==> src/rtl/assert_macros.svh <==
// assertion macros used by the rtl top level
`ifndef ASSERT_MACROS_SVH
`define ASSERT_MACROS_SVH

// same-cycle implication, held off during reset
`define ASSERT_IMPL(lbl, clk, rst_n, ante, cons) \
    lbl: assert property (@(posedge clk) disable iff (!rst_n) (ante) |-> (cons)) \
        else $error("assertion failed");

// next-cycle implication, held off during reset
`define ASSERT_NEXT(lbl, clk, rst_n, ante, cons) \
    lbl: assert property (@(posedge clk) disable iff (!rst_n) (ante) |=> (cons)) \
        else $error("assertion failed");

`endif

==> src/rtl/aspa_pkg.sv <==
package aspa_pkg;

    // fixed field widths of the transaction payloads
    localparam int NUM_W = 31;
    localparam int SUM_W = 34;

    // default for the number width parameter
    localparam int NUMBER_WIDTH_DEF = 31;

    // input transaction
    typedef struct packed {
        logic [NUM_W-1:0] value_a;
        logic [NUM_W-1:0] value_b;
    } in_t;

    // result transaction
    typedef struct packed {
        logic [SUM_W-1:0] sum_a;
        logic [SUM_W-1:0] sum_b;
        logic             a_is_perfect;
        logic             pair_is_amicable;
    } out_t;

    // status a lane hands to the top level
    typedef struct packed {
        logic             done;
        logic [SUM_W-1:0] sum;
    } lane_status_t;

    // lane sequencer states
    typedef enum logic [2:0] {
        LANE_IDLE,
        LANE_CHECK,
        LANE_DIV,
        LANE_ACC,
        LANE_DONE
    } lane_state_t;

endpackage

==> src/rtl/aspa_lane.sv <==
module aspa_lane #(
    parameter int NUMBER_WIDTH = aspa_pkg::NUMBER_WIDTH_DEF
) (
    input  logic                    clk,
    input  logic                    rst_n,
    input  logic                    start,
    input  logic [NUMBER_WIDTH-1:0] value,
    output aspa_pkg::lane_status_t  status
);
    import aspa_pkg::*;

    // trial divisor width: reaches floor(sqrt(x)) + 1
    localparam int DW    = (NUMBER_WIDTH + 1) / 2 + 1;
    localparam int DSQ_W = 2 * DW;
    localparam int CW    = $clog2(NUMBER_WIDTH);

    lane_state_t             state_reg, state_next;
    logic [NUMBER_WIDTH-1:0] x_reg, x_next;
    logic [DW-1:0]           d_reg, d_next;
    logic [DSQ_W-1:0]        dsq_reg, dsq_next;
    logic [DW-1:0]           rem_reg, rem_next;
    logic [NUMBER_WIDTH-1:0] quo_reg, quo_next;
    logic [CW-1:0]           cnt_reg, cnt_next;
    logic [SUM_W-1:0]        total_reg, total_next;
    logic [SUM_W-1:0]        sum_reg, sum_next;

    logic             too_big;
    logic [DW:0]      shifted;
    logic [DW:0]      diff;
    logic             fits;
    logic [SUM_W-1:0] addend;

    // divisor loop ends once d*d passes x
    assign too_big = dsq_reg > DSQ_W'(x_reg);

    // one restoring division step
    assign shifted = {rem_reg, x_reg[cnt_reg]};
    assign diff    = shifted - {1'b0, d_reg};
    assign fits    = shifted >= {1'b0, d_reg};

    // divisor plus its partner, partner counted once for a square
    assign addend = SUM_W'(d_reg)
                  + ((NUMBER_WIDTH'(d_reg) != quo_reg) ? SUM_W'(quo_reg) : '0);

    // next state
    always_comb
    begin
        state_next = state_reg;
        unique case (state_reg)
            LANE_IDLE, LANE_DONE:
            begin
                if (start)
                    state_next = LANE_CHECK;
            end
            LANE_CHECK:
            begin
                state_next = too_big ? LANE_DONE : LANE_DIV;
            end
            LANE_DIV:
            begin
                if (cnt_reg == '0)
                    state_next = LANE_ACC;
            end
            LANE_ACC:
            begin
                state_next = LANE_CHECK;
            end
            default:
            begin
                state_next = LANE_IDLE;
            end
        endcase
    end

    // datapath next values
    always_comb
    begin
        x_next     = x_reg;
        d_next     = d_reg;
        dsq_next   = dsq_reg;
        rem_next   = rem_reg;
        quo_next   = quo_reg;
        cnt_next   = cnt_reg;
        total_next = total_reg;
        sum_next   = sum_reg;
        case (state_reg)
            LANE_IDLE, LANE_DONE:
            begin
                if (start)
                begin
                    x_next     = value;
                    d_next     = DW'(1);
                    dsq_next   = DSQ_W'(1);
                    total_next = '0;
                end
            end
            LANE_CHECK:
            begin
                if (too_big)
                    sum_next = total_reg - SUM_W'(x_reg);
                else
                begin
                    rem_next = '0;
                    quo_next = '0;
                    cnt_next = CW'(NUMBER_WIDTH - 1);
                end
            end
            LANE_DIV:
            begin
                rem_next = fits ? diff[DW-1:0] : shifted[DW-1:0];
                quo_next = {quo_reg[NUMBER_WIDTH-2:0], fits};
                cnt_next = cnt_reg - 1'b1;
            end
            LANE_ACC:
            begin
                if (rem_reg == '0)
                    total_next = total_reg + addend;
                d_next   = d_reg + 1'b1;
                dsq_next = dsq_reg + DSQ_W'({d_reg, 1'b1});
            end
            default:
            begin
            end
        endcase
    end

    // outputs
    always_comb
    begin
        status.done = (state_reg == LANE_DONE);
        status.sum  = sum_reg;
    end

    // control state
    always_ff @(posedge clk or negedge rst_n)
    begin
        if (!rst_n)
            state_reg <= LANE_IDLE;
        else
            state_reg <= state_next;
    end

    // datapath registers
    always_ff @(posedge clk)
    begin
        x_reg     <= x_next;
        d_reg     <= d_next;
        dsq_reg   <= dsq_next;
        rem_reg   <= rem_next;
        quo_reg   <= quo_next;
        cnt_reg   <= cnt_next;
        total_reg <= total_next;
        sum_reg   <= sum_next;
    end

endmodule

==> src/rtl/aspa_merge.sv <==
module aspa_merge #(
    parameter int NUMBER_WIDTH = aspa_pkg::NUMBER_WIDTH_DEF
) (
    input  logic                       clk,
    input  logic                       rst_n,
    input  logic                       capture,
    input  logic [NUMBER_WIDTH-1:0]    value_a,
    input  logic [NUMBER_WIDTH-1:0]    value_b,
    input  logic [aspa_pkg::SUM_W-1:0] sum_a,
    input  logic [aspa_pkg::SUM_W-1:0] sum_b,
    output aspa_pkg::out_t             result,
    output logic                       result_valid
);
    import aspa_pkg::*;

    out_t result_reg, result_next;
    logic valid_reg;

    // combine the two lane sums into flags
    always_comb
    begin
        result_next.sum_a            = sum_a;
        result_next.sum_b            = sum_b;
        result_next.a_is_perfect     = (value_a > NUMBER_WIDTH'(1))
                                     && (sum_a == SUM_W'(value_a));
        result_next.pair_is_amicable = (sum_a == SUM_W'(value_b))
                                     && (sum_b == SUM_W'(value_a));
    end

    // strobe for one cycle
    always_ff @(posedge clk or negedge rst_n)
    begin
        if (!rst_n)
            valid_reg <= 1'b0;
        else
            valid_reg <= capture;
    end

    // result payload
    always_ff @(posedge clk)
    begin
        if (capture)
            result_reg <= result_next;
    end

    assign result       = result_reg;
    assign result_valid = valid_reg;

endmodule

==> src/rtl/aliquot_sum_perfect_amicable.sv <==
// Aliquot sum, perfect and amicable checker.
// Input channel: a transaction is taken at a rising edge with start high and
// busy low; operands carries value_a and value_b, of which the low
// NUMBER_WIDTH bits are used. busy stays high until the result is formed.
// Result channel: result is valid for exactly one cycle while result_valid
// is high; the receiver cannot stall, so it must take it in that cycle.
// Two lanes work side by side, one per operand, each doing trial division by
// d = 1, 2, ... while d*d <= x, adding d and x/d for each divisor found.
// Each trial divisor passes through the lane's CHECK, DIV and ACC states, with
// the bit-serial restoring divider in DIV; a lane is done once d*d passes x.
// The result strobe comes in the cycle after the slower of the two lanes is
// done; a new transaction may start on the cycle the result strobe is shown.
// Reset: both lanes idle, busy low, no result strobe.
module aliquot_sum_perfect_amicable #(
    parameter int NUMBER_WIDTH = aspa_pkg::NUMBER_WIDTH_DEF
) (
    input  logic          clk,
    input  logic          rst_n,
    input  logic          start,
    output logic          busy,
    input  aspa_pkg::in_t operands,
    output aspa_pkg::out_t result,
    output logic          result_valid
);
    import aspa_pkg::*;

    `include "assert_macros.svh"

    logic                    busy_reg, busy_next;
    logic [NUMBER_WIDTH-1:0] a_reg, b_reg;
    logic                    accept;
    logic                    capture;
    lane_status_t            status_a, status_b;

    // transaction handshake
    assign accept  = start && !busy_reg;
    assign capture = busy_reg && status_a.done && status_b.done;

    always_comb
    begin
        busy_next = busy_reg;
        if (accept)
            busy_next = 1'b1;
        else if (capture)
            busy_next = 1'b0;
    end

    always_ff @(posedge clk or negedge rst_n)
    begin
        if (!rst_n)
            busy_reg <= 1'b0;
        else
            busy_reg <= busy_next;
    end

    // operands kept for the merge flags
    always_ff @(posedge clk)
    begin
        if (accept)
        begin
            a_reg <= operands.value_a[NUMBER_WIDTH-1:0];
            b_reg <= operands.value_b[NUMBER_WIDTH-1:0];
        end
    end

    // one lane per operand
    aspa_lane #(.NUMBER_WIDTH(NUMBER_WIDTH)) u_lane_a (
        .clk    (clk),
        .rst_n  (rst_n),
        .start  (accept),
        .value  (operands.value_a[NUMBER_WIDTH-1:0]),
        .status (status_a)
    );

    aspa_lane #(.NUMBER_WIDTH(NUMBER_WIDTH)) u_lane_b (
        .clk    (clk),
        .rst_n  (rst_n),
        .start  (accept),
        .value  (operands.value_b[NUMBER_WIDTH-1:0]),
        .status (status_b)
    );

    // combine lane results
    aspa_merge #(.NUMBER_WIDTH(NUMBER_WIDTH)) u_merge (
        .clk          (clk),
        .rst_n        (rst_n),
        .capture      (capture),
        .value_a      (a_reg),
        .value_b      (b_reg),
        .sum_a        (status_a.sum),
        .sum_b        (status_b.sum),
        .result       (result),
        .result_valid (result_valid)
    );

    assign busy = busy_reg;

    // checks
    `ASSERT_NEXT(a_accept_sets_busy, clk, rst_n, accept, busy_reg)
    `ASSERT_IMPL(a_strobe_after_busy, clk, rst_n, result_valid, $past(busy_reg))
    `ASSERT_IMPL(a_strobe_frees_input, clk, rst_n, result_valid, !busy_reg)
    `ASSERT_NEXT(a_capture_strobes, clk, rst_n, capture, result_valid)

endmodule

==> config.mk <==
export PLATFORM = sky130hd
export DESIGN_NAME = aliquot_sum_perfect_amicable
export DESIGN_NICKNAME = d
export VERILOG_FILES = /design/src/rtl/aspa_pkg.sv /design/src/rtl/aspa_lane.sv /design/src/rtl/aspa_merge.sv /design/src/rtl/aliquot_sum_perfect_amicable.sv
export VERILOG_INCLUDE_DIRS = /design/src /design/src/rtl
export SDC_FILE = /design/constraint.sdc
export NUM_CORES = 1
export LEC_CHECK = 0
export BUFFER_PORTS_ARGS = -buffer_cell sky130_fd_sc_hd__buf_2
export CAP_MARGIN = 15
export CORE_MARGIN = 8
export CORE_UTILIZATION = 45
export CTS_CLUSTER_DIAMETER = 30
export DETAILED_ROUTE_END_ITERATION = 6
export GPL_ROUTABILITY_DRIVEN = 0
export HOLD_SLACK_MARGIN = 0.1
export MAX_ROUTING_LAYER = met4
export PLACE_DENSITY_LB_ADDON = 0.05
export SLEW_MARGIN = 20
export SYNTH_ARGS = -nofsm -noshare
export SYNTH_HDL_FRONTEND = slang
export SYNTH_SLANG_ARGS = --single-unit
==> constraint.sdc <==
create_clock -name clk -period 8.2 [get_ports clk]
set_clock_uncertainty 0.2 [all_clocks]
set_input_delay 0.82 -clock clk [delete_from_list [all_inputs] [get_ports clk]]
set_output_delay 0.82 -clock clk [all_outputs]
set_load 0.02 [all_outputs]
==> results of run 1 <==
-- layout make-up --
cell class | count | area, µm² | area share, %
clock inverters | 90 | 983 | 2.42
repair buffers | 173 | 1030 | 2.53
well taps | 978 | 1220 | 3.01
inverters | 199 | 747 | 1.84
flip-flops and latches | 546 | 16400 | 40.3
clock buffers | 155 | 3530 | 8.69
multi-input cells | 2254 | 16700 | 41.2
-- through the flow --
| stage | instances | cell area, µm² | setup WS (ns) | util, % |
|---|---|---|---|---|
| global route | 4395 | 40600 | 1.61 | 53.8 |
| global placement | 4130 | 35900 | 2.02 | 47.5 |
| detailed placement | 4130 | 35900 | 2.02 | 47.5 |
| finish | 4395 | 40600 | 1.97 | 53.8 |
| floorplan | 3083 | 34100 | 2.09 | - |
| CTS | 4394 | 40600 | 1.99 | 53.8 |
-- metal layers --
layer	GRT usage [%]	part of all wire, %	up-vias
met5	-	0	-
met4	6.52	2.1	0
met3	4.27	7.2	147
met2	35.1	44	920
met1	34.2	47	12500
li1	-	-	11900
-- placed cells by master, fill, tap and decap left out, types with 54 or more instances in the layout --
cell / n
xor2_1: 125
and2_1: 100
nand3_1: 71
a21oi_1: 167
nand2_1: 167
clkbuf_16: 138
o21ai_0: 134
nor2_1: 265
xnor2_1: 191
nand4_1: 54
ha_1: 286
a21o_1: 75
buf_2: 136
edfxtp_1: 538
nor3_1: 64
inv_1: 199
-- cells by family (layout without fill, tap and decap cells) --
logic type / Yosys count / after routing / synth area share, %
AO/OA/AOI/OAI: 623 / 623 / 11.9
buffers and inverters: 283 / 617 / 3.15
AND/OR/NAND/NOR: 940 / 940 / 13.8
multiplexers: 47 / 47 / 2.05
adder cells (fa/ha/maj): 328 / 328 / 13.0
flip-flops: 546 / 546 / 48.0
XOR/XNOR: 316 / 316 / 8.12
-- worst max path at each step --
| stage | slack [ns] | cells after the start | endpoint | from |
|---|---|---|---|---|
| 2_1_floorplan | 2.09 | 3 | u_lane_a.total_reg[0]$_SDFFCE_PN0P_ | start |
| 3_3_place_gp | 2.02 | 17 | u_lane_b.total_reg[33]$_SDFFCE_PN0P_ | u_lane_b.quo_reg[27]$_SDFFCE_PN0P_ |
| 3_5_place_dp | 2.02 | 17 | u_lane_b.total_reg[33]$_SDFFCE_PN0P_ | u_lane_b.quo_reg[27]$_SDFFCE_PN0P_ |
| 4_1_cts | 1.99 | 17 | u_lane_b.total_reg[33]$_SDFFCE_PN0P_ | u_lane_b.quo_reg[27]$_SDFFCE_PN0P_ |
| 5_1_grt | 1.61 | 17 | u_lane_b.total_reg[33]$_SDFFCE_PN0P_ | u_lane_b.quo_reg[27]$_SDFFCE_PN0P_ |
| 6_report | 1.97 | 17 | u_lane_b.total_reg[33]$_SDFFCE_PN0P_ | u_lane_b.quo_reg[27]$_SDFFCE_PN0P_ |
-- power by group --
part / total [mW] / switching, mW / leakage [nW] / internal [mW]
Sequential: 3.31 / 0.107 / 4.70 / 3.20
Combinational: 1.26 / 0.743 / 8.78 / 0.516
Clock: 5.21 / 1.73 / 2.18 / 3.48
Total: 9.78 / 2.58 / 15.7 / 7.20
-- what timing repair did --
action,CTS,global route
hold buffers,19,0
buffers inserted,0,0
resized for setup,0,0
hold endpoints to repair,41,0
==> flow_metrics.env, run 1 <==
export IMPL_status="finished, final reports clean"
export IMPL_vdd_drop_max_v=0.000189
export IMPL_final_layout_size_suffix_gt1_share_pct=12.4
export IMPL_synth_area_um2=34100
export IMPL_worst_path_buf_inv=0
export IMPL_antenna_found_initial=5
export IMPL_hp_start="operands[45]"
export IMPL_yosys_warnings=0
export IMPL_core_area_um2=75400
export IMPL_maxCapViolations=0
export IMPL_hold_slack_ns=0.139
export IMPL_io_pins=137
export IMPL_clk_path_buf_depth=3
export IMPL_start_util_pct=45.2
export IMPL_seq_area_frac_synth_pct=48.0
export IMPL_ys_types=75
export IMPL_syn_avg_cell_area_um2=11.1
export IMPL_num_rows=101
export IMPL_antenna_cells=0
export IMPL_cp_end_kind="flop"
export IMPL_fin_nets=3701
export IMPL_min_to="u_lane_a.x_reg[14]$_DFFE_PP_"
export IMPL_cts_sinks=546
export IMPL_finalCriticalPeriod_ns=6.23
export IMPL_post_drt_via_cell_ratio=5.79
export IMPL_drc_errors=0
export IMPL_synthFlopType="edfxtp_1"
export IMPL_slowest_stage="nor4_1"
export IMPL_startpoint_type="flop"
export IMPL_grt_total_usage_pct=24.0
export IMPL_fin_crit_sh_pct=76.0
export IMPL_crit_path_max_incr_delay_ns=0.54
export IMPL_cp_required_ns=8.42
export IMPL_die_w_um=291
export IMPL_synthDominantCellAreaShare_pct=47.4
export IMPL_syn_nets=3476
export IMPL_dp_hpwl_um=77800
export IMPL_ant_nets=0
export IMPL_syn_inst=3083
export IMPL_die_area_um2=84800
export IMPL_crit_arrival_ns=6.45
export IMPL_reg2regPathDepth=17
export IMPL_cts_buffers=134
export IMPL_avgRoutedWirePerCell_um=23.0
export IMPL_cts_clk_slew_worst_paths_ns=0.06
export IMPL_die_y_um=291
export IMPL_timing_slew_headroom_pct=32.4
export IMPL_critPathMaxFanout=17
export IMPL_largest_reg_flops=70
export IMPL_grt_max_degree=81
export IMPL_power_density_nw_per_um2=241
export IMPL_cts_tree="built"
export IMPL_synthArstFlopShare_pct=1.47
export IMPL_reg2reg_to="u_lane_b.total_reg[33]$_SDFFCE_PN0P_"
export IMPL_worstHoldPathType="in2reg"
export IMPL_synth_edf_count=538
export IMPL_fin_total_pwr_mw=9.78
export IMPL_grt_pass1_wl_um=153000
export IMPL_area_growth_pct=19.2
export IMPL_grt_pass1_vias=24900
export IMPL_crit_type="reg2reg"
export IMPL_setup_viol=0
export IMPL_clkLatencyLatePin_ns=0.71
export IMPL_rrSetupSlack_ns=1.97
export IMPL_hold_depth=1
export IMPL_synth_most_common_cell="edfxtp_1"
export IMPL_p_leak_nw=15.7
export IMPL_r2r_start="u_lane_b.quo_reg[27]$_SDFFCE_PN0P_"
export IMPL_synth_seq_cells=546
export IMPL_overflow=0
export IMPL_critPathTopFamily="simple AND/OR/NAND/NOR gates"
export IMPL_fmax_ghz=0.160
export IMPL_worst_pin_slew_ns=1.01
export IMPL_rsz0062_at_grt="no"
export IMPL_ys_top_cells_by_area="edfxtp_1 47%, ha_1 11%, xnor2_1 4.9%"
export IMPL_synth_top_area_cell="edfxtp_1"
export IMPL_nFillCells=6566
export IMPL_placement_io_buffers=136
export IMPL_setup_tns_ns=0
export IMPL_drt_iter0_markers=1971
export IMPL_crit_chain="nor4_1 -> nand4_1 -> nor4_1 -> nand2_1 -> and2_1 -> fa_1 -> ha_1 -> fa_1 -> a211oi_1 -> o21ai_0 -> a22o_1 -> nor4bb_1 -> a211oi_1 -> a21oi_1 -> a221oi_1 -> or3_1 -> a21oi_1"
export IMPL_synth_commonest_cells="538 x edfxtp_1, 286 x ha_1, 266 x nor2_1, 199 x inv_1, 191 x xnor2_1"
export IMPL_cts_root_buf="clkbuf_16"
export IMPL_hold_viol=0
export IMPL_slew_viol_final=0
export IMPL_via_count=25400
export IMPL_wl_um=101000
export IMPL_htree_levels=4
export IMPL_first_pass_iters=5
Power figures use the tool's default switching activity.
==> inputs of run 2 (changes only) <==
==> constraint.sdc (replaced) <==
create_clock -name clk -period 5.6 [get_ports clk]
set_clock_uncertainty 0.2 [all_clocks]
set_input_delay 0.56 -clock clk [delete_from_list [all_inputs] [get_ports clk]]
set_output_delay 0.56 -clock clk [all_outputs]
set_load 0.02 [all_outputs]
==> run 2 against run 1 <==
Via count is 0.53% higher. Design area is 2.4% higher. Clock power is 51% higher. Register-to-register slack worse by 1.6 ns. First-iteration DRC count is 2.9% higher. Sequential cell count stayed put. Global-route usage hardly changed. Worst hold slack better by 0.12 ns. Maximum frequency is 20% higher. Non-clock buffer count is 94 higher. Critical endpoint is now u_lane_a.total_reg[26]$_SDFFCE_PN0P_. Largest cell class unchanged.
==> flow_metrics.env, run 2 (synthesis gave the netlist of run 1 again) <==
export IMPL_fin_nets=3797
export IMPL_crit_arrival_ns=5.41
export IMPL_rsz0062_at_grt="no"
export IMPL_fin_crit_sh_pct=92.8
export IMPL_largest_reg_flops=70
export IMPL_setup_tns_ns=0
export IMPL_timing_slew_headroom_pct=36.0
export IMPL_final_layout_size_suffix_gt1_share_pct=13.7
export IMPL_r2r_start="u_lane_a.quo_reg[27]$_SDFFCE_PN0P_"
export IMPL_maxCapViolations=0
export IMPL_core_area_um2=75400
export IMPL_clkLatencyLatePin_ns=0.71
export IMPL_overflow=0
export IMPL_dp_slack_ns=0.284
export IMPL_use_met3_pct=3.89
export IMPL_worst_slack_ns=0.403
export IMPL_drt_iter0_markers=2028
export IMPL_cp_required_ns=5.82
export IMPL_setup_viol=0
export IMPL_wl_um=101000
export IMPL_ant_nets=0
export IMPL_area_growth_pct=22.0
export IMPL_cts_buffers=136
export IMPL_antenna_found_initial=6
export IMPL_cp_end_kind="flop"
export IMPL_num_rows=101
export IMPL_clk_path_buf_depth=3
export IMPL_grt_max_degree=80
export IMPL_slew_viol_final=0
export IMPL_reg2reg_to="u_lane_a.total_reg[26]$_SDFFCE_PN0P_"
export IMPL_htree_levels=4
export IMPL_die_area_um2=84800
export IMPL_die_y_um=291
export IMPL_gr_usage_met2_pct=34.6
export IMPL_critPathMaxFanout=4
export IMPL_grt_busiest_layer="met2"
export IMPL_placement_io_buffers=136
export IMPL_finalCriticalPeriod_ns=5.20
export IMPL_drc_errors=0
export IMPL_vdd_drop_max_v=0.000360
export IMPL_avgRoutedWirePerCell_um=22.4
export IMPL_reg2regPathDepth=16
export IMPL_startpoint="u_lane_a.quo_reg[27]$_SDFFCE_PN0P_"
export IMPL_power_density_nw_per_um2=352
export IMPL_postLayoutCoreUtil_pct=55.1
export IMPL_crit_end="u_lane_a.total_reg[26]$_SDFFCE_PN0P_"
export IMPL_multi_input_area_um2=16800
export IMPL_hold_slack_ns=0.257
export IMPL_status="finished, final reports clean"
export IMPL_fin_total_pwr_mw=14.6
export IMPL_dp_hpwl_um=77200
export IMPL_post_drt_via_cell_ratio=5.69
export IMPL_io_pins=137
export IMPL_crit_type="reg2reg"
export IMPL_grt_total_usage_pct=24.0
export IMPL_met1_usage_pct=34.1
export IMPL_cts_sinks=546
export IMPL_seqCellArea_um2=16400
export IMPL_cts_tree="built"
export IMPL_worst_pin_slew_ns=0.961
export IMPL_cts_root_buf="clkbuf_16"
export IMPL_layout_commonest_cell="edfxtp_1"
export IMPL_p_leak_nw=16.2
export IMPL_grt_pass1_vias=25500
export IMPL_first_pass_iters=5
export IMPL_hold_viol=0
export IMPL_worstHoldPathType="reg2reg"
export IMPL_rrSetupSlack_ns=0.40
export IMPL_die_w_um=291
export IMPL_fmax_ghz=0.192
export IMPL_grt_pass1_wl_um=153000
export IMPL_start_util_pct=45.2
export IMPL_final_cell_mix="538 x edfxtp_1, 286 x ha_1, 265 x nor2_1"
export IMPL_startpoint_type="flop"
export IMPL_nFillCells=6337
export IMPL_via_count=25600
export IMPL_cts_clk_slew_worst_paths_ns=0.05
run 2: cell types whose count changed in the layout (fill, tap and decap cells not counted), moves of 5 or more:
cell           before  now
buf_4              17   65
bufinv_16          12   18
clkinv_2           17   30
clkinv_4           11    5
clkinv_8            6    1
dlygate4sd3_1      19   65
run 2: repair_timing:
| action | CTS | global route |
|---|---|---|
| hold buffers | 65 | 0 |
| endpoints found under the hold margin | 133 | 0 |
| endpoints found under the setup margin | 0 | 8 |
| resized for setup | 0 | 5 |
| setup buffers | 0 | 1 |
run 2: report_power, final:
group	leakage [nW]	internal, mW	switching [mW]	total [mW]
sequential	4.70	4.69	0.152	4.85
combinational	9.19	0.812	1.11	1.92
clock	2.27	5.37	2.49	7.86
total	16.2	10.9	3.75	14.6
run 2: area by class of cell:
cell class	count	area share, %
Sequential cell	546	39.3
Antenna cell	1	0.00602
Clock inverter	96	2.59
Inverter	199	1.80
Timing Repair Buffer	267	4.42
Tap cell	978	2.94
Clock buffer	152	8.51
Multi-Input combinational cell	2254	40.4
run 2: worst min path at each step:
stage / cells after the start / to / startpoint
after floorplan: 0 / busy$_DFFE_PN0P_ / rst_n
after global placement: 1 / busy$_DFFE_PN0P_ / rst_n
after detailed placement: 1 / busy$_DFFE_PN0P_ / rst_n
after CTS: 0 / u_merge.result[67]$_DFFE_PP_ / u_lane_a.sum_reg[31]$_DFFE_PP_
after global routing: 0 / u_merge.result[69]$_DFFE_PP_ / u_lane_a.sum_reg[33]$_DFFE_PP_
final: 0 / u_merge.result[67]$_DFFE_PP_ / u_lane_a.sum_reg[31]$_DFFE_PP_
run 2: worst max-delay path, cell delays in order, from the launching register on:
cell and delay, ns:
edfxtp_1 0.40, or4_1 0.55, nor4_1 0.26, buf_4 0.17, nand2_1 0.09, and2_1 0.19
fa_1 0.46, ha_1 0.32, a211oi_1 0.41, o211ai_1 0.26, a311oi_1 0.46, nor3_1 0.11
or4_1 0.57, nand2_1 0.14, o21ai_0 0.13, xnor2_1 0.15, nor2_1 0.05
run 2: through the flow:
step,instance area (µm²),cells
2_1_floorplan,34100,3083
3_3_place_gp,36200,4178
3_5_place_dp,36200,4178
4_1_cts,41500,4491
5_1_grt,41600,4493
6_report,41600,4493
run 2: per-layer routing:
metal | vias to the layer above | wire (µm)
met2 | 921 | 43300
met5 | - | 0
met3 | 174 | 6680
li1 | 12100 | -
met4 | 0 | 2980
met1 | 12400 | 47800
